==> config.mk <==
export PLATFORM = sky130hd
export DESIGN_NAME = uwc_back
export DESIGN_NICKNAME = d
export VERILOG_FILES = /design/src/hw/rtl/uwc_pkg.sv /design/src/hw/rtl/uwc_back.sv
export SDC_FILE = /design/constraint.sdc
export NUM_CORES = 2
export LEC_CHECK = 0
export ABC_CLOCK_PERIOD_IN_PS = 9380
export BUFFER_PORTS_ARGS = -buffer_cell sky130_fd_sc_hd__buf_2
export CORE_MARGIN = 4
export CORE_UTILIZATION = 35
export CTS_CLUSTER_SIZE = 8
export DETAILED_ROUTE_END_ITERATION = 7
export PLACE_DENSITY = 0.59
export SLEW_MARGIN = 20
export SYNTH_ARGS = -nofsm -noshare
export SYNTH_HDL_FRONTEND = slang
export SYNTH_SLANG_ARGS = --single-unit
export TNS_END_PERCENT = 10
==> constraint.sdc <==
create_clock -name clk_i -period 9.38 [get_ports clk_i]
set_input_delay 0.469 -clock clk_i [delete_from_list [all_inputs] [get_ports clk_i]]
set_output_delay 0.469 -clock clk_i [all_outputs]
set_load 0.1 [all_outputs]
==> src/hw/rtl/uwc_pkg.sv <==
`timescale 1ns / 1ps
`default_nettype none
package uwc_pkg;

  // Stage count limits and default
  localparam int unsigned CordicStagesMin = 8;
  localparam int unsigned CordicStagesMax = 24;
  localparam int unsigned CordicStagesDef = 16;

  // Datapath widths
  localparam int unsigned DW  = 17;  // position error, Q8.8
  localparam int unsigned XW  = 27;  // rotator x/y with 8 guard bits and growth
  localparam int unsigned ZW  = 32;  // residual angle, 2^32 per turn
  localparam int unsigned SQW = 34;  // dx^2 + dy^2
  localparam int unsigned TSW = 30;  // threshold squared
  localparam int unsigned PW  = 58;  // x times scale factor
  localparam int unsigned VW  = 19;  // unsaturated cross component
  localparam int unsigned GPW = 36;  // cross component times gain
  localparam int unsigned SW  = 40;  // saturator input

  // Register indexes
  typedef enum logic {
    REG_REACH_THRESHOLD = 1'b0,
    REG_TURN_GAIN       = 1'b1
  } reg_idx_e;

  localparam logic [14:0] ReachThresholdRst = 15'd128;
  localparam logic [15:0] TurnGainRst       = 16'd21845;

  // atan(2^-i) in 2^32-per-turn units
  localparam logic [ZW-1:0] AtanTab [CordicStagesMax] = '{
    32'd536870912, 32'd316933405, 32'd167458907, 32'd85004756, 32'd42667331,
    32'd21354465, 32'd10680350, 32'd5340245, 32'd2670163, 32'd1335086,
    32'd667544, 32'd333772, 32'd166886, 32'd83443, 32'd41721, 32'd20860,
    32'd10430, 32'd5215, 32'd2607, 32'd1303, 32'd651, 32'd325, 32'd162, 32'd81
  };

  // Rotator scale factor, Q0.30, by stage count minus eight
  localparam logic [29:0] ScaleTab [17] = '{
    30'd652039508, 30'd652034533, 30'd652033289, 30'd652032979, 30'd652032901,
    30'd652032881, 30'd652032877, 30'd652032875, 30'd652032875, 30'd652032875,
    30'd652032875, 30'd652032875, 30'd652032875, 30'd652032875, 30'd652032875,
    30'd652032875, 30'd652032875
  };

  typedef struct packed {
    logic signed [15:0] pose_x;
    logic signed [15:0] pose_y;
    logic signed [15:0] pose_heading;
    logic signed [15:0] target_x;
    logic signed [15:0] target_y;
  } in_t;

  typedef struct packed {
    logic signed [15:0] forward_speed;
    logic signed [15:0] turn_rate;
    logic               reached;
  } out_t;

  // Rotator beat: vector, residual angle and reach flag
  typedef struct packed {
    logic signed [XW-1:0] x;
    logic signed [XW-1:0] y;
    logic signed [ZW-1:0] z;
    logic                 reached;
  } rot_t;

  function automatic logic signed [15:0] sat16(logic signed [SW-1:0] v);
    logic signed [15:0] r;
    if (v > SW'(32767)) begin
      r = 16'sh7fff;
    end else if (v < -SW'(32768)) begin
      r = 16'sh8000;
    end else begin
      r = v[15:0];
    end
    return r;
  endfunction

endpackage
`default_nettype wire

==> src/hw/rtl/uwc_back.sv <==
`timescale 1ns / 1ps
`default_nettype none
module uwc_back #(
  parameter int unsigned STAGES = uwc_pkg::CordicStagesDef
) (
  input  wire logic          clk_i,
  input  wire logic          rst_ni,
  input  wire logic          en_i,
  input  wire logic          valid_i,
  input  wire uwc_pkg::rot_t rot_i,
  input  wire logic [15:0]   turn_gain_i,
  output logic               valid_o,
  output uwc_pkg::out_t      data_o
);

  localparam logic [29:0] Scale = uwc_pkg::ScaleTab[STAGES - uwc_pkg::CordicStagesMin];
  localparam logic signed [uwc_pkg::PW-1:0] RoundP = uwc_pkg::PW'(64'sd1 <<< 37);

  logic                               v1_q, v2_q, v3_q;
  logic                               r1_q, r2_q;
  logic signed [uwc_pkg::PW-1:0]      px_q, py_q, pxr, pyr;
  logic signed [uwc_pkg::VW-1:0]      v_val;
  logic signed [19:0]                 u_val, w_val;
  logic signed [15:0]                 u_q;
  logic signed [uwc_pkg::GPW-1:0]     gp_q, gpr;
  uwc_pkg::out_t                      out_q;

  // Valid bits
  always_ff @(posedge clk_i or negedge rst_ni) begin
    if (!rst_ni) begin
      v1_q <= 1'b0;
      v2_q <= 1'b0;
      v3_q <= 1'b0;
    end else if (en_i) begin
      v1_q <= valid_i;
      v2_q <= v1_q;
      v3_q <= v2_q;
    end
  end

  // Gain correction products
  always_ff @(posedge clk_i) begin
    if (en_i) begin
      px_q <= uwc_pkg::PW'(rot_i.x * signed'({1'b0, Scale}));
      py_q <= uwc_pkg::PW'(rot_i.y * signed'({1'b0, Scale}));
      r1_q <= rot_i.reached;
    end
  end

  // Round to Q.8, saturate forward speed, scale cross component by gain
  assign pxr   = px_q + RoundP;
  assign pyr   = py_q + RoundP;
  assign u_val = pxr[uwc_pkg::PW-1:38];
  assign v_val = pyr[38+uwc_pkg::VW-1:38];

  always_ff @(posedge clk_i) begin
    if (en_i) begin
      u_q  <= uwc_pkg::sat16(uwc_pkg::SW'(u_val));
      gp_q <= uwc_pkg::GPW'(v_val * signed'({1'b0, turn_gain_i}));
      r2_q <= r1_q;
    end
  end

  // Round turn rate, saturate, zero both when reached
  assign gpr   = gp_q + uwc_pkg::GPW'(32768);
  assign w_val = gpr[uwc_pkg::GPW-1:16];

  always_ff @(posedge clk_i) begin
    if (en_i) begin
      out_q.reached       <= r2_q;
      out_q.forward_speed <= r2_q ? 16'sd0 : u_q;
      out_q.turn_rate     <= r2_q ? 16'sd0 : uwc_pkg::sat16(uwc_pkg::SW'(w_val));
    end
  end

  assign valid_o = v3_q;
  assign data_o  = out_q;

endmodule
`default_nettype wire

Yosys cells after proc, flatten, opt, wreduce, memory -nomap -nowiden
Index checks and enable logic that the tools add are counted.
{"block": "totals", "regBits": 205, "output_inout_bits": 34, "elab_cells": 27}
{"block": "op_classes", "n_addsub": 3, "multipliers": 3, "magnitude_cmp": 4, "muxes": 3, "n_reduce_logical": 1}
{"operator": "adder 58 x 39 -> 58 bit, second input constant", "count": 1}
{"operator": "multiplier 27 x 31 -> 58 bit, second input constant", "count": 1}
{"operator": "adder 57 x 39 -> 57 bit, second input constant", "count": 1}
{"operator": "multiplier 27 x 31 -> 57 bit, second input constant", "count": 1}
{"operator": "greater-than comparator 20 x 16 -> 1 bit, second input constant", "count": 2}
{"operator": "< comparator 20 x 16 -> 1 bit, second input constant", "count": 2}
{"operator": "adder 36 x 17 -> 36 bit, second input constant", "count": 1}
{"operator": "multiplier 19 x 17 -> 36 bit", "count": 1}
{"operator": "two-way mux 16 bit", "count": 2}
{"operator": "two-way mux 15 bit", "count": 1}
{"operator": "OR reduction 2 bit", "count": 1}

Logic depth before layout (Yosys ltp)
{"block": "depth", "word_depth": 4, "mapped_depth": 31, "mapped_depth_nobuf": 30}

Worst setup path after synthesis
OpenSTA, ideal clock, no wires.
{"block": "synth_timing", "path_type": "register to register", "from": "reg py_q[37] (netlist name)", "to": "reg gp_q[35] (netlist name), data pin", "setup_time_ns": 0.260, "arrival_time_ns": 7.153, "t_required_ns": 9.120, "path_slack_ns": 1.967, "path_stages_with_launch": 31, "n_path_buf": 1, "path_cell_list": "edfxtp_1 ha_1 nand3_1 nor2_1 nand3_1 or2_2 xnor2_1 clkbuf_1 nand2_1 fa_1 fa_1 inv_1 fa_1 inv_1 fa_1 inv_1 fa_1 inv_1 fa_1 inv_1 ha_1 and3_1 o2111ai_1 a31o_1 o22ai_1 o31ai_1 a211oi_2 a31oi_2 o311ai_1 a21oi_1 xnor2_1"}
{"block": "synth_via", "elab_chain_len": 2}
{"item": "start, declared", "line_no": "uwc_back.sv:21", "source": "logic signed [uwc_pkg::PW-1:0] px_q, py_q, pxr, pyr;"}
{"item": "start signal, assigned", "line_no": "uwc_back.sv:45", "source": "py_q <= uwc_pkg::PW'(rot_i.y * signed'({1'b0, Scale}));"}
{"item": "adder 57 x 39 -> 57 bit", "line_no": "uwc_back.sv:52", "source": "assign pyr = py_q + RoundP;"}
{"item": "multiplier 19 x 17 -> 36 bit", "line_no": "uwc_back.sv:59", "source": "gp_q <= uwc_pkg::GPW'(v_val * signed'({1'b0, turn_gain_i}));"}
{"item": "end signal, assigned", "line_no": "uwc_back.sv:59"}
{"item": "end, declared", "line_no": "uwc_back.sv:25", "source": "logic signed [uwc_pkg::GPW-1:0] gp_q, gpr;"}
Every way passes these cells.
A chain may end at the register's enable or synchronous reset.

Worst setup path in the final report
Same ends and word-level chain as after synthesis.

==> impl_metrics.yaml <==
cts:
  cts_num_sinks: 116
  clock_latency_ns: 0.45
  postCtsHoldBufs: 1
  cts_resized: 0
  htree_levels: 4
  numCtsBuffers: 17
  cts_tree: "done"
  clk_pin_slew_ns: 0.06
  clockRootBuffer: "clkbuf_16"
  cts_buffer_depth: 2
  cts_setup_buffers: 0
global_route:
  antenna_found_initial: 4
  grt_max_degree: 63
  grt_pass1_vias: 29868
  track_usage: 0.164
  grt_overflow: 0
  grt_pass1_wl_mm: 166
sta:
  fin_crit_ns: 8.29
  tightest_slew_ns: 0.935
  max_slew_margin: 0.376
  drv_slew: 0
  hold_viol_final: 0
  rsz0062_at_grt: "false"
  setup_viol: 0
  max_freq_ghz: 0.121
  skew_ns: 0.0186
  fin_tns_setup_ns: 0
  fin_crit_sh: 0.884
detailed_routing:
  wl_per_cell_um: 17.4
  antenna_left: 0
  wirelength_mm: 102
  viasPerCell: 4.58
  drtPass1Iterations: 5
  drtIter0Drc: 1197
  route.detailed.drc: 0
  vias: 27018
outcome:
  outcome: "finished, final reports clean"
worst_setup_path:
  start_kind: "register"
  critPathRequiredTime_ns: 9.55
  slowest_delay_ns: 0.54
  crit_path_frequent_cell: "fa_1"
  reg2reg_slack_ns: 1.09
  crit_fanout: 12
  crit_type: "reg -> reg"
  cp_slowest_cell: "fa_1"
  endpoint_kind: "register"
  cp.arrival_ns: 8.46
flow_run:
  drv_cap: 0
synthesis:
  ys_ff_latch: 116
  netlist_instances: 4160
  synth_edf_count: 113
  ys_seq_area_frac: 0.0805
  async_flop_share: 0.0259
  avgSynthCellArea_um2: 10.4
  syn_area_um2: 43100
  synth_nets: 5949
  ys_warn_count: 0
  synthFlopType: "edfxtp_1"
  synth_cell_types: 70
final_layout:
  final_cell_mix: "1331 x inv_1, 1019 x fa_1, 663 x ha_1"
  fin_nets: 6045
  drive_gt1_frac: 0.0464
  final_common_cell: "inv_1"
  syn_to_final_growth_pct: 7.26
  finalNonFillerCells: 5897
floorplanning:
  initial_core_util: 0.353
  coreArea_um2: 122000
  io-pin-count: 141
  dieArea_um2: 129000
  die_h_um: 359
  die_width_um: 359
  fp-row-count: 128
placed_design:
  dp.cells: 5861
  place_hpwl_mm: 93.1
  place.gp.congestion: 0.937
  port_buffers: 108
worst_hold_path:
  min_path_type: "in -> reg"
[state kept, by name, summed over array words and instances (netlist names)]
name	flops
data_o	33
r2_q	1
valid_o	1
v2_q	1
v1_q	1
py_q	20
px_q	21
gp_q	21
u_q	16
r1_q	1
[worst max-delay path: cells and delay by family (launching register included)]
kind / cells / cell delay [ns]
XOR/XNOR: 2 / 0.58
flip-flops: 1 / 0.38
AND/OR/NAND/NOR: 8 / 1.43
adder cells (fa/ha/maj): 8 / 3.61
AO/OA/AOI/OAI: 6 / 1.58
buffers and inverters: 4 / 0.44
[path summary, 6_finish.rpt]
path / startpoint / cells after the start / to
setup / recovery: py_q[37] / 28 / gp_q[35]
hold / removal: rot_i[0] / 1 / r1_q
setup reg to reg: py_q[37] / 28 / gp_q[35]
hold reg to reg: r1_q / 0 / r2_q
max in group asynchronous: rst_ni / 2 / v1_q
min in group asynchronous: rst_ni / 2 / v2_q
[Yosys cell counts (all sizes together) (14+ instances only)]
cell | instances | area, µm²
nand3 | 42 | 215
and3 | 25 | 156
fa | 1019 | 20400
ha | 663 | 8300
nand2 | 233 | 875
edfxtp | 113 | 3390
xnor2 | 68 | 596
o21ai | 74 | 378
nor2b | 30 | 188
xor2 | 48 | 420
clkbuf | 44 | 165
a21oi | 66 | 345
a21o | 41 | 308
inv | 1331 | 5000
or2 | 14 | 87.6
and2 | 123 | 769
nor2 | 78 | 293
nand4 | 21 | 131
[routing by layer]
metal | wire, µm | GRT usage
met2 | 47900 | 0.269
met3 | 6140 | 0.0284
met1 | 46300 | 0.227
met5 | 17 | 0
met4 | 2060 | 0.0357
[logic make-up after synthesis]
group / share of synthesized area
fa+ha+maj: 0.666
buf+inv: 0.120
simple gates: 0.0679
compound gates: 0.0403
xor+xnor: 0.0236
flops: 0.0805
mux: 0.00128
[stage by stage]
stage                     utilization  setup WS, ns  hold slack [ns]  area, µm²
after floorplan                     -          1.97            0.173      43100
after global placement          0.374          1.25            0.264      45600
after detailed placement        0.374          1.02            0.267      45600
after CTS                       0.379          1.02            0.190      46200
after global routing            0.379         0.494            0.198      46200
final                           0.379          1.09            0.224      46200
[area by class of cell]
| class | count | area, µm² |
|---|---|---|
| clock buffer | 18 | 429 |
| clock inverter | 14 | 153 |
| timing repair buffer | 128 | 696 |
| fill | 12182 | 75800 |
| tap | 1625 | 2030 |
| multi-input combinational | 2662 | 34400 |
| antenna | 3 | 7.51 |
| inverter | 1331 | 5000 |
| sequential | 116 | 3470 |
Power is not shown: default switching activity piles up to over one toggle a cycle in this logic, so the estimate is an artifact.
