==> config.mk <==
export PLATFORM = sky130hd
export DESIGN_NAME = uwc_cordic
export DESIGN_NICKNAME = d
export VERILOG_FILES = /design/src/hw/rtl/uwc_pkg.sv /design/src/hw/rtl/uwc_cordic.sv
export SDC_FILE = /design/constraint.sdc
export NUM_CORES = 2
export LEC_CHECK = 0
export BUFFER_PORTS_ARGS = -buffer_cell sky130_fd_sc_hd__buf_2
export CAP_MARGIN = 20
export CORE_ASPECT_RATIO = 1.1
export CORE_MARGIN = 3
export CORE_UTILIZATION = 45
export CTS_CLUSTER_SIZE = 40
export DETAILED_ROUTE_END_ITERATION = 6
export HOLD_SLACK_MARGIN = 0.08
export MAX_ROUTING_LAYER = met4
export PLACE_DENSITY = 0.6
export SETUP_SLACK_MARGIN = 0.15
export SLEW_MARGIN = 20
export SYNTH_ARGS = -nofsm -noshare
export SYNTH_HDL_FRONTEND = slang
export SYNTH_SLANG_ARGS = --single-unit
==> constraint.sdc <==
create_clock -name clk_i -period 5.2 [get_ports clk_i]
set_input_delay 0.52 -clock clk_i [delete_from_list [all_inputs] [get_ports clk_i]]
set_output_delay 0.52 -clock clk_i [all_outputs]
set_load 0.01 [all_outputs]
==> src/hw/rtl/uwc_pkg.sv <==
`timescale 1ns / 1ps
`default_nettype none
package uwc_pkg;

  // Stage count limits and default
  localparam int unsigned CordicStagesMin = 8;
  localparam int unsigned CordicStagesMax = 24;
  localparam int unsigned CordicStagesDef = 16;

  // Datapath widths
  localparam int unsigned DW  = 17;  // position error, Q8.8
  localparam int unsigned XW  = 27;  // rotator x/y with 8 guard bits and growth
  localparam int unsigned ZW  = 32;  // residual angle, 2^32 per turn
  localparam int unsigned SQW = 34;  // dx^2 + dy^2
  localparam int unsigned TSW = 30;  // threshold squared
  localparam int unsigned PW  = 58;  // x times scale factor
  localparam int unsigned VW  = 19;  // unsaturated cross component
  localparam int unsigned GPW = 36;  // cross component times gain
  localparam int unsigned SW  = 40;  // saturator input

  // Register indexes
  typedef enum logic {
    REG_REACH_THRESHOLD = 1'b0,
    REG_TURN_GAIN       = 1'b1
  } reg_idx_e;

  localparam logic [14:0] ReachThresholdRst = 15'd128;
  localparam logic [15:0] TurnGainRst       = 16'd21845;

  // atan(2^-i) in 2^32-per-turn units
  localparam logic [ZW-1:0] AtanTab [CordicStagesMax] = '{
    32'd536870912, 32'd316933405, 32'd167458907, 32'd85004756, 32'd42667331,
    32'd21354465, 32'd10680350, 32'd5340245, 32'd2670163, 32'd1335086,
    32'd667544, 32'd333772, 32'd166886, 32'd83443, 32'd41721, 32'd20860,
    32'd10430, 32'd5215, 32'd2607, 32'd1303, 32'd651, 32'd325, 32'd162, 32'd81
  };

  // Rotator scale factor, Q0.30, by stage count minus eight
  localparam logic [29:0] ScaleTab [17] = '{
    30'd652039508, 30'd652034533, 30'd652033289, 30'd652032979, 30'd652032901,
    30'd652032881, 30'd652032877, 30'd652032875, 30'd652032875, 30'd652032875,
    30'd652032875, 30'd652032875, 30'd652032875, 30'd652032875, 30'd652032875,
    30'd652032875, 30'd652032875
  };

  typedef struct packed {
    logic signed [15:0] pose_x;
    logic signed [15:0] pose_y;
    logic signed [15:0] pose_heading;
    logic signed [15:0] target_x;
    logic signed [15:0] target_y;
  } in_t;

  typedef struct packed {
    logic signed [15:0] forward_speed;
    logic signed [15:0] turn_rate;
    logic               reached;
  } out_t;

  // Rotator beat: vector, residual angle and reach flag
  typedef struct packed {
    logic signed [XW-1:0] x;
    logic signed [XW-1:0] y;
    logic signed [ZW-1:0] z;
    logic                 reached;
  } rot_t;

  function automatic logic signed [15:0] sat16(logic signed [SW-1:0] v);
    logic signed [15:0] r;
    if (v > SW'(32767)) begin
      r = 16'sh7fff;
    end else if (v < -SW'(32768)) begin
      r = 16'sh8000;
    end else begin
      r = v[15:0];
    end
    return r;
  endfunction

endpackage
`default_nettype wire

==> src/hw/rtl/uwc_cordic.sv <==
`timescale 1ns / 1ps
`default_nettype none
module uwc_cordic #(
  parameter int unsigned STAGES = uwc_pkg::CordicStagesDef
) (
  input  wire logic          clk_i,
  input  wire logic          rst_ni,
  input  wire logic          en_i,
  input  wire logic          valid_i,
  input  wire uwc_pkg::rot_t rot_i,
  output logic               valid_o,
  output uwc_pkg::rot_t      rot_o
);

  uwc_pkg::rot_t st_in [STAGES];
  uwc_pkg::rot_t st_d  [STAGES];
  uwc_pkg::rot_t st_q  [STAGES];
  logic          vl_q  [STAGES];

  assign st_in[0] = rot_i;

  for (genvar i = 0; i < STAGES; i++) begin : g_stage
    if (i > 0) begin : g_link
      assign st_in[i] = st_q[i-1];
    end

    // Rotate towards zero residual angle
    always_comb begin
      st_d[i] = st_in[i];
      if (!st_in[i].z[uwc_pkg::ZW-1]) begin
        st_d[i].x = st_in[i].x - (st_in[i].y >>> i);
        st_d[i].y = st_in[i].y + (st_in[i].x >>> i);
        st_d[i].z = st_in[i].z - signed'(uwc_pkg::AtanTab[i]);
      end else begin
        st_d[i].x = st_in[i].x + (st_in[i].y >>> i);
        st_d[i].y = st_in[i].y - (st_in[i].x >>> i);
        st_d[i].z = st_in[i].z + signed'(uwc_pkg::AtanTab[i]);
      end
    end

    always_ff @(posedge clk_i or negedge rst_ni) begin
      if (!rst_ni) begin
        vl_q[i] <= 1'b0;
      end else if (en_i) begin
        vl_q[i] <= (i == 0) ? valid_i : vl_q[(i == 0) ? 0 : i-1];
      end
    end

    always_ff @(posedge clk_i) begin
      if (en_i) begin
        st_q[i] <= st_d[i];
      end
    end
  end

  assign valid_o = vl_q[STAGES-1];
  assign rot_o   = st_q[STAGES-1];

endmodule
`default_nettype wire

Word-level counts from Yosys, hierarchy flattened:

Memories as Yosys holds them, arrays and structs flattened.
Index checks and enable logic that the tools add are counted.

* bits of input ports: 91
* RAM bits: 1392
* word-level logic and storage cells: 130
* memories kept: 1
* output and inout port bits: 88
* bits in registers: 16

* $add $sub $neg: 95
* muxes and demuxes: 18

Memories
* st_q: words 16, width 87, read ports 16, clocked after Yosys merged registers in 0, write ports 16, line uwc_cordic.sv:17 `uwc_pkg::rot_t st_q [STAGES];`

Operators with widths (number)
* $mux 86: 16
* $add 27x12->27: 2
* $add 27x13->27: 2
* $add 27x14->27: 2
* $add 27x15->27: 2
* $add 27x16->27: 2
* $add 27x17->27: 2
* $add 27x18->27: 2
* $add 27x19->27: 2
* $add 27x20->27: 2
* $add 27x21->27: 2
* $add 27x22->27: 2
* $add 27x23->27: 2
* $add 27x24->27: 2
* $add 27x25->27: 2
* $add 27x26->27: 2
* $sub 27x12->27: 2
* $sub 27x13->27: 2
* $sub 27x14->27: 2
* $sub 27x15->27: 2
* $sub 27x16->27: 2
* $sub 27x17->27: 2
* $sub 27x18->27: 2
* $sub 27x19->27: 2
* 42 further kinds: 51

Longest topological paths before layout:

* word-level depth: 2
* gate-level depth with buffers: 20
* mapped depth without buffers: 20

Worst setup path before layout:

Ideal clock, no wire load.

* kind: reg2reg
* start: memory st_q[0][554] (netlist bit)
* end: memory st_q[0][668] (netlist bit), data pin
* buffers on the path: 2
* data arrival time: 4.152 ns
* period minus slack after synthesis: 4.412 ns
* library setup time: 0.260 ns
* data required time: 4.940 ns
* setup slack: 0.788 ns
* cell stages (with the launch flop): 19
* cells stage by stage: edfxtp_1 clkbuf_1 buf_1 inv_1 nand2_1 nand2_1 xnor2_1 ha_1 a21o_1 a21o_1 a21oi_1 o21ai_1 and2_0 a31o_2 o311a_1 o41a_1 a21o_1 a21oi_1 xnor2_1

RTL lines (line)
* start, declared: uwc_cordic.sv:17

==> flow_summary.json <==
{
  "antenna_found_initial": 4,
  "synth_top_area_share_pct": 35.94,
  "number_of_warnings_issued_by_yosys": 0,
  "edff_count_synth": 1391,
  "dpl_worst_slack_ns": 0.3386,
  "largest_net_degree_at_the_start_of_global_routing": 148,
  "finalCoreUtilization_pct": 49.68,
  "critical_path_class": "reg2reg",
  "finalCriticalPeriod_ns": 4.806,
  "synthesis.area_um2": 116200,
  "coreArea_um2": 256700,
  "detail_route.wl_per_cell_um": 18.47,
  "layout.cells.most_common_list": "sky130_fd_sc_hd__edfxtp_1, sky130_fd_sc_hd__ha_1, sky130_fd_sc_hd__a21oi_1, sky130_fd_sc_hd__xnor2_1, sky130_fd_sc_hd__nor2_1",
  "synth_area_per_cell_um2": 9.705,
  "wirelength_met1_um": 121600,
  "regToRegEndpoint": "st_q[0][260]",
  "worst_setup_path_end_kind": "register",
  "top_signal_layer_used": "met4",
  "die-width_um": 490.6,
  "critical_path.startpoint_type": "register",
  "regToRegSetupSlack_ns": 0.39,
  "routed-wl-met3_um": 9967,
  "synth.distinct_cells": 96,
  "design.portCount": 179,
  "areaGrowthSynthToFinish_pct": 9.711,
  "h_tree_levels": 4,
  "fin_hold_viols": 0,
  "netlist.top_cell.by_area": "sky130_fd_sc_hd__edfxtp_1",
  "timing.final.ws_setup_ns": 0.3942,
  "yosys_register_bits": 1407,
  "tritoncts_clock_tree": "yes",
  "cp_data_arrival_time_ns": 5.35,
  "setup_viol": 0,
  "avgViaCountPerCell": 5.653,
  "global_route_wire_length_before_repair_um": 465800,
  "worstHoldPathType": "in2reg",
  "initial_core_util_pct": 45.29,
  "synth-seq-area-share_pct": 36.28,
  "worst-slew-pin-transition_ns": 0.9372,
  "met2_wirelength_um": 149800,
  "maxSlewHeadroom_pct": 37.52,
  "rsz_0062_raised_after_global_routing": "yes",
  "synth_top_flop_cell": "sky130_fd_sc_hd__edfxtp_1",
  "detailroute.via_count": 89490,
  "timing.hold.worst_endpoint": "st_q[0][60]",
  "gp_routability_congestion": 0.9269,
  "layout_commonest_cell": "sky130_fd_sc_hd__edfxtp_1",
  "drc": 0,
  "postRouteWirelength_um": 292400,
  "timing.critical_path.fanout_max": 5,
  "dp_hpwl_um": 232100,
  "post-route-period-util_pct": 92.42,
  "cts_buffer_depth": 4,
  "ant_nets": 0,
  "async_flop_share_pct": 1.137,
  "grt_residual_overflow": 0,
  "dpl_cell_area_um2": 121600,
  "filler_cell_count": 23530,
  "hold_depth": 4,
  "final_layout_size_suffix_gt1_share_pct": 5.435,
  "worst_r2r_startpoint": "st_q[0][130]",
  "place.port_buffers": 178,
  "clk_pin_slew_worst_paths_ns": 0.05,
  "layout.cell_area.non_filler_um2": 127500,
  "timing_max_transition_violations_final": 0,
  "status": "completed",
  "max_freq_mhz": 208.1,
  "cts_inserted_buffers": 174,
  "worstPathRequired_ns": 5.75,
  "placement_rows": 195,
  "skew_ns": 0.05734,
  "min_from": "rot_i[33]",
  "syn_inst": 11980,
  "area_of_the_die_um2": 264400,
  "post_synth_main_area_contributors": "sky130_fd_sc_hd__edfxtp_1, sky130_fd_sc_hd__ha_1, sky130_fd_sc_hd__xnor2_1, sky130_fd_sc_hd__a21oi_1, sky130_fd_sc_hd__xor2_1",
  "crit_start": "st_q[0][130]",
  "syn_nets": 13500,
  "drt_pass1_iterations": 6,
  "cts-root-buf": "sky130_fd_sc_hd__clkbuf_16",
  "gr-usage-all-layers_pct": 22.00,
  "first_global_vias": 88390,
  "die_y_um": 539.0,
  "timing.reg2reg.worst_path_depth": 15,
  "nets": 13790,
  "number_of_sinks_handled_by_clock_tree_synthesis": 1407,
  "worst_skew_pair.late_latency_ns": 0.85,
  "maxCapViolCount": 0,
  "cts_post_setup_buffers_inserted": 0,
  "drt_iter0_markers": 4934
}
-- through the flow --
step | instances | hold slack, ns | TNS [ns]
after floorplan | 11980 | 0.2244 | 0
after global placement | 15490 | 0.4017 | -0.008961
after detailed placement | 15490 | 0.4054 | 0
after CTS | 15830 | 0.08313 | 0
after global routing | 15830 | 0.1447 | 0
final | 15830 | 0.1651 | 0
-- worst max-delay path, cell delays in order (launching register included) --
cell and delay [ns]:
sky130_fd_sc_hd__edfxtp_1 0.44, sky130_fd_sc_hd__or4_1 0.57, sky130_fd_sc_hd__nor3_1 0.56, sky130_fd_sc_hd__nand3b_1 0.27, sky130_fd_sc_hd__nor3b_1 0.44, sky130_fd_sc_hd__nor2_1 0.10
sky130_fd_sc_hd__xnor2_1 0.14, sky130_fd_sc_hd__ha_1 0.34, sky130_fd_sc_hd__and3_1 0.20, sky130_fd_sc_hd__and2_1 0.17, sky130_fd_sc_hd__a221o_1 0.31, sky130_fd_sc_hd__a41o_1 0.26
sky130_fd_sc_hd__a211o_1 0.33, sky130_fd_sc_hd__a21o_1 0.16, sky130_fd_sc_hd__a21oi_1 0.17, sky130_fd_sc_hd__xnor2_1 0.08
-- synthesized netlist by cell type (151+ instances only) --
cell type and n:
sky130_fd_sc_hd__xor2_1 563, sky130_fd_sc_hd__nand2b_1 186, sky130_fd_sc_hd__nand2_1 557, sky130_fd_sc_hd__xnor2_1 1101, sky130_fd_sc_hd__o21bai_1 151, sky130_fd_sc_hd__nand3_1 203
sky130_fd_sc_hd__ha_1 1386, sky130_fd_sc_hd__nor2b_1 197, sky130_fd_sc_hd__o21a_1 178, sky130_fd_sc_hd__o21ai_0 536, sky130_fd_sc_hd__edfxtp_1 1391, sky130_fd_sc_hd__nor2_1 999
sky130_fd_sc_hd__clkbuf_1 171, sky130_fd_sc_hd__nor3_1 289, sky130_fd_sc_hd__a21oi_1 1307, sky130_fd_sc_hd__a21o_1 598, sky130_fd_sc_hd__inv_1 581
-- area by class of cell --
class	count	area, um2	area share [%]
clock inverters	101	1030	0.8075
well taps	3447	4313	3.382
inverters	584	2192	1.719
clock buffers	196	4458	3.496
multi-input cells	9778	71120	55.77
repair buffers	316	2232	1.750
diodes	3	7.507	0.005887
flip-flops and latches	1407	42170	33.07
-- how the worst max path moves through the flow --
| stage | endpoint | slack [ns] | cells after the start |
|---|---|---|---|
| final | st_q[0][260] | 0.39 | 15 |
| after detailed placement | st_q[0][173] | 0.34 | 19 |
| after global routing | st_q[0][173] | 0.12 | 19 |
| after floorplan | st_q[0][668] | 0.79 | 18 |
| after global placement | st_q[0][173] | -0.009 | 20 |
| after CTS | st_q[0][145] | 0.31 | 19 |
-- routing by layer --
layer | global-route usage, % | vias to the layer above
met4 | 7.929 | 0
met5 | - | -
met1 | 25.34 | 42370
met3 | 1.974 | 557
met2 | 39.73 | 1814
li1 | - | 44750
-- what timing repair did --
action,4_1_cts,5_1_grt
hold buffers,37,0
gates resized for setup,0,6
endpoints found under the hold margin,51,0
setup endpoints to repair,0,6
-- sequential cells by signal, summed over array words and instances (netlist names) --
register / cells
vl_q: 15
st_q: 1391
valid_o: 1
-- logic make-up (layout without fill, tap and decap cells) --
family                   count (synthesis)  in the layout  synth area share [%]
AND/OR/NAND/NOR                       2982           2982                 12.38
flip-flops                            1407           1407                 36.28
XOR/XNOR                              1665           1665                 12.56
multiplexers                           126            126                 1.158
buffers and inverters                  792           1197                 2.563
adder cells (fa/ha/maj)               1435           1435                 15.76
other                                    0              3                     0
AO/OA/AOI/OAI                         3570           3570                 19.30
Power is not shown: default switching activity piles up to over one toggle a cycle in this logic, so the estimate is an artifact.
