==> src/hw/rtl/uwc_pkg.sv <==
`timescale 1ns / 1ps
`default_nettype none
package uwc_pkg;

  // Stage count limits and default
  localparam int unsigned CordicStagesMin = 8;
  localparam int unsigned CordicStagesMax = 24;
  localparam int unsigned CordicStagesDef = 16;

  // Datapath widths
  localparam int unsigned DW  = 17;  // position error, Q8.8
  localparam int unsigned XW  = 27;  // rotator x/y with 8 guard bits and growth
  localparam int unsigned ZW  = 32;  // residual angle, 2^32 per turn
  localparam int unsigned SQW = 34;  // dx^2 + dy^2
  localparam int unsigned TSW = 30;  // threshold squared
  localparam int unsigned PW  = 58;  // x times scale factor
  localparam int unsigned VW  = 19;  // unsaturated cross component
  localparam int unsigned GPW = 36;  // cross component times gain
  localparam int unsigned SW  = 40;  // saturator input

  // Register indexes
  typedef enum logic {
    REG_REACH_THRESHOLD = 1'b0,
    REG_TURN_GAIN       = 1'b1
  } reg_idx_e;

  localparam logic [14:0] ReachThresholdRst = 15'd128;
  localparam logic [15:0] TurnGainRst       = 16'd21845;

  // atan(2^-i) in 2^32-per-turn units
  localparam logic [ZW-1:0] AtanTab [CordicStagesMax] = '{
    32'd536870912, 32'd316933405, 32'd167458907, 32'd85004756, 32'd42667331,
    32'd21354465, 32'd10680350, 32'd5340245, 32'd2670163, 32'd1335086,
    32'd667544, 32'd333772, 32'd166886, 32'd83443, 32'd41721, 32'd20860,
    32'd10430, 32'd5215, 32'd2607, 32'd1303, 32'd651, 32'd325, 32'd162, 32'd81
  };

  // Rotator scale factor, Q0.30, by stage count minus eight
  localparam logic [29:0] ScaleTab [17] = '{
    30'd652039508, 30'd652034533, 30'd652033289, 30'd652032979, 30'd652032901,
    30'd652032881, 30'd652032877, 30'd652032875, 30'd652032875, 30'd652032875,
    30'd652032875, 30'd652032875, 30'd652032875, 30'd652032875, 30'd652032875,
    30'd652032875, 30'd652032875
  };

  typedef struct packed {
    logic signed [15:0] pose_x;
    logic signed [15:0] pose_y;
    logic signed [15:0] pose_heading;
    logic signed [15:0] target_x;
    logic signed [15:0] target_y;
  } in_t;

  typedef struct packed {
    logic signed [15:0] forward_speed;
    logic signed [15:0] turn_rate;
    logic               reached;
  } out_t;

  // Rotator beat: vector, residual angle and reach flag
  typedef struct packed {
    logic signed [XW-1:0] x;
    logic signed [XW-1:0] y;
    logic signed [ZW-1:0] z;
    logic                 reached;
  } rot_t;

  function automatic logic signed [15:0] sat16(logic signed [SW-1:0] v);
    logic signed [15:0] r;
    if (v > SW'(32767)) begin
      r = 16'sh7fff;
    end else if (v < -SW'(32768)) begin
      r = 16'sh8000;
    end else begin
      r = v[15:0];
    end
    return r;
  endfunction

endpackage
`default_nettype wire

==> src/hw/rtl/uwc_front.sv <==
`timescale 1ns / 1ps
`default_nettype none
module uwc_front (
  input  wire logic                        clk_i,
  input  wire logic                        rst_ni,
  input  wire logic                        en_i,
  input  wire logic                        valid_i,
  input  wire uwc_pkg::in_t                data_i,
  input  wire logic [uwc_pkg::TSW-1:0]     thr_sq_i,
  output logic                             valid_o,
  output uwc_pkg::rot_t                    rot_o
);

  logic                              v1_q, v2_q;
  logic signed [uwc_pkg::DW-1:0]     dx_q, dy_q;
  logic signed [32:0]                z1_q;
  logic signed [16:0]                neg_hd;
  logic signed [2*uwc_pkg::DW-1:0]   sqx_d, sqy_d;
  logic [uwc_pkg::SQW-1:0]           sqx_q, sqy_q;
  logic signed [uwc_pkg::XW-1:0]     x_d, y_d, x_q, y_q;
  logic signed [32:0]                z_d;
  logic signed [uwc_pkg::ZW-1:0]     z_q;
  logic [uwc_pkg::SQW-1:0]           d2;

  // Valid bits
  always_ff @(posedge clk_i or negedge rst_ni) begin
    if (!rst_ni) begin
      v1_q <= 1'b0;
      v2_q <= 1'b0;
    end else if (en_i) begin
      v1_q <= valid_i;
      v2_q <= v1_q;
    end
  end

  // Stage one: position error and negated heading angle
  assign neg_hd = -{data_i.pose_heading[15], data_i.pose_heading};

  always_ff @(posedge clk_i) begin
    if (en_i) begin
      dx_q <= {data_i.target_x[15], data_i.target_x} - {data_i.pose_x[15], data_i.pose_x};
      dy_q <= {data_i.target_y[15], data_i.target_y} - {data_i.pose_y[15], data_i.pose_y};
      z1_q <= {neg_hd, 16'd0};
    end
  end

  // Stage two: squares and pre-rotation by pi beyond a quarter turn
  assign sqx_d = dx_q * dx_q;
  assign sqy_d = dy_q * dy_q;

  always_comb begin
    x_d = {{(uwc_pkg::XW-uwc_pkg::DW-8){dx_q[uwc_pkg::DW-1]}}, dx_q, 8'd0};
    y_d = {{(uwc_pkg::XW-uwc_pkg::DW-8){dy_q[uwc_pkg::DW-1]}}, dy_q, 8'd0};
    z_d = z1_q;
    if (z1_q > 33'sd1073741824) begin
      x_d = -x_d;
      y_d = -y_d;
      z_d = z1_q - 33'sd2147483648;
    end else if (z1_q < -33'sd1073741824) begin
      x_d = -x_d;
      y_d = -y_d;
      z_d = z1_q + 33'sd2147483648;
    end
  end

  always_ff @(posedge clk_i) begin
    if (en_i) begin
      sqx_q <= uwc_pkg::SQW'(unsigned'(sqx_d[2*uwc_pkg::DW-2:0]));
      sqy_q <= uwc_pkg::SQW'(unsigned'(sqy_d[2*uwc_pkg::DW-2:0]));
      x_q   <= x_d;
      y_q   <= y_d;
      z_q   <= z_d[uwc_pkg::ZW-1:0];
    end
  end

  // Reach test on squared distances
  assign d2              = sqx_q + sqy_q;
  assign valid_o         = v2_q;
  assign rot_o.x         = x_q;
  assign rot_o.y         = y_q;
  assign rot_o.z         = z_q;
  assign rot_o.reached   = d2 < uwc_pkg::SQW'(thr_sq_i);

endmodule
`default_nettype wire

==> config.mk <==
export PLATFORM = sky130hd
export DESIGN_NAME = uwc_front
export DESIGN_NICKNAME = d
export VERILOG_FILES = /design/src/hw/rtl/uwc_pkg.sv /design/src/hw/rtl/uwc_front.sv
export SDC_FILE = /design/constraint.sdc
export NUM_CORES = 2
export LEC_CHECK = 0
export ABC_AREA = 1
export BUFFER_PORTS_ARGS = -buffer_cell sky130_fd_sc_hd__buf_2
export CAP_MARGIN = 40
export CORE_MARGIN = 5
export CORE_UTILIZATION = 50
export CTS_CLUSTER_DIAMETER = 80
export DETAILED_ROUTE_END_ITERATION = 8
export PLACE_DENSITY = 0.7
export SYNTH_ARGS = -nofsm -noshare
export SYNTH_HDL_FRONTEND = slang
export SYNTH_SLANG_ARGS = --single-unit
==> constraint.sdc <==
create_clock -name clk_i -period 5.8 [get_ports clk_i]
set_input_delay 0.58 -clock clk_i [delete_from_list [all_inputs] [get_ports clk_i]]
set_output_delay 0.58 -clock clk_i [all_outputs]
set_load 0.05 [all_outputs]
# Word level (Yosys, flattened, before mapping)
# Cells that the tools add are included.
[totals]
reg_bits = 205
latchBits = 0
ram_bits = 0
romBits = 0
output_inout_bits = 88
mem_count = 0
[classes]
addsub = 8
n_mul = 2
div = 0
n_lt_le_gt_ge = 3
eq_ne = 0
shifts = 0
mux = 6
bitwise = 0
n_reduce_logical = 0
[op_table]
columns = ["operator", "count"]
rows = [
  ["27-bit 2-to-1 mux", 4],
  ["17-bit by 17-bit multiplier with 33-bit output", 2],
  ["32-bit 2-to-1 mux", 2],
  ["25-bit negator with 27-bit output", 2],
  ["33-bit by 33-bit adder with 34-bit output", 1],
  ["34-bit by 30-bit less-than comparator with 1-bit output", 1],
  ["16-bit by 16-bit subtractor with 17-bit output", 2],
  ["33-bit by 32-bit greater-than comparator with 1-bit output (second input constant)", 1],
  ["33-bit by 31-bit less-than comparator with 1-bit output (second input constant)", 1],
  ["32-bit adder (second input constant)", 1],
  ["32-bit subtractor (second input constant)", 1],
  ["17-bit negator", 1],
]

# Logic depth before layout (Yosys ltp)
[logic_depth]
ltp_word = 3
ltp_mapped = 27
depth_no_buf = 25

# Worst setup path after synthesis
# No wires, ideal clock.
[synth_timing]
path_type = "register -> register"
from = "register dy_q[7] in the netlist's numbering"
to = "register sqy_q[32] in the netlist's numbering (data pin)"
arrival_time_ns = 5.944
slack_ns = -0.396
path_stages_with_launch = 23
n_path_buf = 2
period_less_slack_ns = 6.196
cell_sequence = "edfxtp_1 > clkbuf_1 > buf_1 > nand2_1 > fa_1 > inv_1 > fa_1 > inv_1 > fa_1 > inv_1 > fa_1 > fa_1 > inv_1 > fa_1 > inv_1 > ha_1 > nand2_1 > nor4_1 > nand3_1 > nand3_1 > inv_1 > nand2_1 > nand2_1"
[synth_via]
elab_chain_len = 1
[synth_rtl]
columns = ["element", "line_no", "text"]
rows = [
  ["from (decl)", "uwc_front.sv:15", "logic signed [uwc_pkg::DW-1:0] dx_q, dy_q;"],
  ["from (signal assigned)", "uwc_front.sv:42", "dy_q <= {data_i.target_y[15], data_i.target_y} - {data_i.pose_y[15], data_i.pose_y};"],
  ["17-bit by 17-bit multiplier with 33-bit output", "uwc_front.sv:49", "assign sqy_d = dy_q * dy_q;"],
  ["net sqy_d (one bit)", "uwc_front.sv:18", "logic signed [2*uwc_pkg::DW-1:0] sqx_d, sqy_d;"],
  ["to (signal assigned)", "uwc_front.sv:69", "sqy_q <= uwc_pkg::SQW'(unsigned'(sqy_d[2*uwc_pkg::DW-2:0]));"],
  ["to (decl)", "uwc_front.sv:19", "logic [uwc_pkg::SQW-1:0] sqx_q, sqy_q;"],
]
# The timed path passes the listed nets, and every way through them passes these cells.
# A chain may end at the register's enable or synchronous reset.

# Final worst setup path
[layout_timing]
from = "register dy_q[16] in the netlist's numbering"
to = "register sqy_q[28] in the netlist's numbering (data pin)"
# Same word-level chain as after synthesis.

==> out/summary.log <==
INFO  critical_path  timing.setup.critical_path_class=flop to flop
INFO  die            dieHeight=259um
INFO  grt            grtUsageTotal=21.2%
INFO  route          detail_route.wl_per_cell=14.7um
INFO  grt            grt_pass1_wl=115mm
INFO  sta            maxSlewViolCount=0
INFO  die            io_pins=202
INFO  critical_path  worst_ep_required_time=6020ps
INFO  yosys          synth.top_cells.by_area=fa_1 (34%), edfxtp_1 (16%), inv_1 (12%), ha_1 (11%), nand2_1 (7.7%)
INFO  yosys          synth-adder-area-share=45.1%
INFO  grt            grt_overflow=0
INFO  critical_path  critPathMaxStageDelay=620ps
INFO  sta            setup_viol_count_final=0
INFO  clock_tree     tritoncts_num_sinks=169
INFO  placement      gp_congestion=0.931
INFO  route          drtPass1Iterations=5
INFO  final_layout   final_cell_count_no_fill=4722
INFO  critical_path  critical_path.startpoint=dy_q[16]
INFO  sta            rsz0062_at_grt=yes
INFO  yosys          cell_accounting_for_the_most_synthesized_area=fa_1
INFO  clock_tree     path_clk_slew=70ps
INFO  route          drt-total-wl=69.4mm
INFO  yosys          post_synth.cell_area_avg=8.65um2
INFO  grt            gr-usage-met1=29.0%
INFO  run            max_cap_viol_count=0
INFO  die            design.die.area=67100um2
INFO  critical_path  critical_path.max_fanout=8
INFO  outcome        run_status=complete, no violations
INFO  die            die_width=259um
INFO  yosys          netlist.area_leader.share=34.0%
INFO  hold_path      worstHoldPathType=primary input to flop
INFO  yosys          most_instantiated_cells_after_synthesis=inv_1 (1019), nand2_1 (633), fa_1 (527), ha_1 (274), nor2_1 (181)
INFO  yosys          synth-main-ff-cell=edfxtp_1
INFO  final_layout   final_core_utilization=57.5%
INFO  yosys          muxShareOfSynthArea=0.0363%
INFO  grt            met2_usage=35.6%
INFO  die            floorplan.initialDensity=50.4%
INFO  yosys          ys_types=59
INFO  yosys          sequential_fraction_of_the_synthesis_area=16.3%
INFO  clock_tree     numCtsBuffers=17
INFO  yosys          synth.cell_area=31000um2
INFO  critical_path  worst_path_most_repeated_cell=fa_1
INFO  yosys          largest_family_of_logic_cells_by_synthesized_area=adder cells
INFO  final_layout   area_growth_syn_to_layout=14.1%
INFO  sta            tns=0ps
INFO  die            placementRows=91
INFO  sta            period_share=98.1%
INFO  grt            grt_max_degree=99
INFO  die            core_footprint=61600um2
INFO  grt            busiest_layer=met2
INFO  route          vias_per_cell=4.91
INFO  grt            first_global_vias=23700
INFO  critical_path  r2r_slack=110ps
INFO  yosys          yosysWarningCount=0
INFO  placement      dpl.cell_count=4652
INFO  final_layout   final_nets=4787
INFO  sta            final_hold_viol_count=0
INFO  route          postRouteAntennaNets=0
INFO  critical_path  timing.critical_path.max_delay_family=adder cells
INFO  critical_path  critPathSlowestCell=fa_2
INFO  yosys          synth_edf_count=167
INFO  sta            hold_slack_final=289ps
INFO  critical_path  worst_ep_arrival_time=5910ps
INFO  placement      io_buffers=169
INFO  critical_path  end_kind=flop
INFO  final_layout   num-fill-cells=5508
INFO  grt            grt_antenna_before_repair=0
INFO  yosys          yosys.area_share.xor_xnor=4.94%
INFO  yosys          postSynth.asyncResetShare=1.18%
INFO  critical_path  start_kind=flop
INFO  route          remaining_drc_errors=0
INFO  final_layout   antennaDiodeCount=0
INFO  clock_tree     clock_insertion_delay_worst_skew=490ps
INFO  yosys          postSynthCellCount=3589
INFO  sta            fmax=176MHz
INFO  clock_tree     ctsRootBufferMaster=clkbuf_16
INFO  placement      dp.final_hpwl=58.9mm
INFO  hold_path      worst_hold_startpoint=data_i[32]
INFO  critical_path  worstPathCellList=buf_6, clkbuf_16, nand2_4, inv_2, fa_2, inv_2, fa_1, inv_1, fa_1, fa_1, fa_1, inv_1, fa_1, inv_2, ha_4, nand2_4, inv_2, nand2_4, nor3_4, nand4_1, nand3_2, a21oi_2, xnor2_1
INFO  yosys          area_share_of_and_or_nand_nor_cells_after_synthesis=13.9%
INFO  yosys          number_of_flip_flops_and_latches_in_the_synthesized_netlist=169
INFO  sta            slew_headroom=37.2%
INFO  route          detailedRoute.firstIterationViolations=1444
INFO  route          routed-via-count=23200
INFO  grt            global_route.usage.met3=3.53%
INFO  sta            tightestPinTransition=939ps
INFO  clock_tree     cts_max_path_buffers=2
INFO  critical_path  timing.critical_path.buf_inv=8
INFO  sta            fin_skew=20.6ps
INFO  clock_tree     cts_htree_levels=4
INFO  yosys          compound_gate_fraction_of_synth_area=5.29%
INFO  critical_path  regToRegStartpoint=dy_q[16]
INFO  final_layout   drive_gt1_share=15.2%
INFO  yosys          dominant_cell_by_count_in_the_synthesized_netlist=inv_1
INFO  sta            final_period_minus_worst_setup_slack=5690ps
INFO  clock_tree     tritoncts=done
## flip-flops by register name, indices dropped and copies added (netlist names)
register,count
valid_o,1
sqy_q,31
sqx_q,31
y_q,19
z_q,16
dy_q,17
z1_q,17
dx_q,17
v1_q,1
x_q,19
## layer usage
metal,up-vias,wire (um)
met4,0,1260
met1,11300,30100
met3,85,4360
met5,-,0
li1,11200,-
met2,625,33700
## what timing repair did
action,4_1_cts,5_1_grt
hold buffers,1,0
endpoints found under the hold margin,2,0
pin swaps,1,67
endpoints found under the setup margin,3,27
setup buffers,0,34
gates cloned,0,3
gates resized for setup,5,178
## kinds of logic (layout without fill, tap and decap cells)
family                   Yosys count  in the layout
AO/OA/AOI/OAI                    281            281
XOR/XNOR                         175            175
adder cells (fa/ha/maj)          801            801
buffers and inverters           1142           1407
flip-flops                       169            169
multiplexers                       1              1
other                              1             32
AND/OR/NAND/NOR                 1019           1019
## final cells by class
class / count / area [um2] / area share, %
flip-flops and latches: 169 / 5060 / 14.3
inverters: 1027 / 3870 / 10.9
well taps: 837 / 1050 / 2.96
repair buffers: 348 / 2520 / 7.12
clock buffers: 17 / 425 / 1.20
multi-input cells: 2309 / 22300 / 63.0
clock inverters: 15 / 165 / 0.466
## path summary, 6_finish.rpt
path / depth (start not counted) / to
setup / recovery: 23 / sqy_q[28]
hold / removal: 1 / z1_q[16]
setup reg to reg: 23 / sqy_q[28]
hold reg to reg: 0 / z_q[17]
max in group asynchronous: 2 / valid_o
min in group asynchronous: 2 / v1_q
## cell usage in the layout, fill, tap and decap left out, drive strengths merged, types with 4 or more instances in the layout
| cell | netlist | layout |
|---|---|---|
| a211oi | 4 | 4 |
| a21boi | 10 | 10 |
| a21o | 16 | 16 |
| a21oi | 128 | 128 |
| a31o | 4 | 4 |
| a31oi | 10 | 10 |
| buf | 62 | 344 |
| clkbuf | 53 | 20 |
| clkinv | 1 | 5 |
| conb | 1 | 32 |
| edfxtp | 167 | 167 |
| fa | 527 | 527 |
| ha | 274 | 274 |
| inv | 1026 | 1034 |
| nand2 | 642 | 642 |
| nand3 | 112 | 112 |
| nand4 | 24 | 24 |
| nor2 | 190 | 190 |
| nor3 | 31 | 31 |
| nor4 | 6 | 6 |
| o211ai | 5 | 5 |
| o21ai | 75 | 75 |
| o21bai | 16 | 16 |
| or2 | 8 | 8 |
| xnor2 | 46 | 46 |
| xor2 | 129 | 129 |
## per-stage QoR
step           worst slack [ps]  instance area [um2]
3_3_place_gp               -178                33700
2_1_floorplan             -28.4                31200
5_1_grt                    -117                35400
6_report                    110                35400
4_1_cts                    12.9                34400
3_5_place_dp               -162                33700
Power is not shown: default switching activity piles up to over one toggle a cycle in this logic, so the estimate is an artifact.
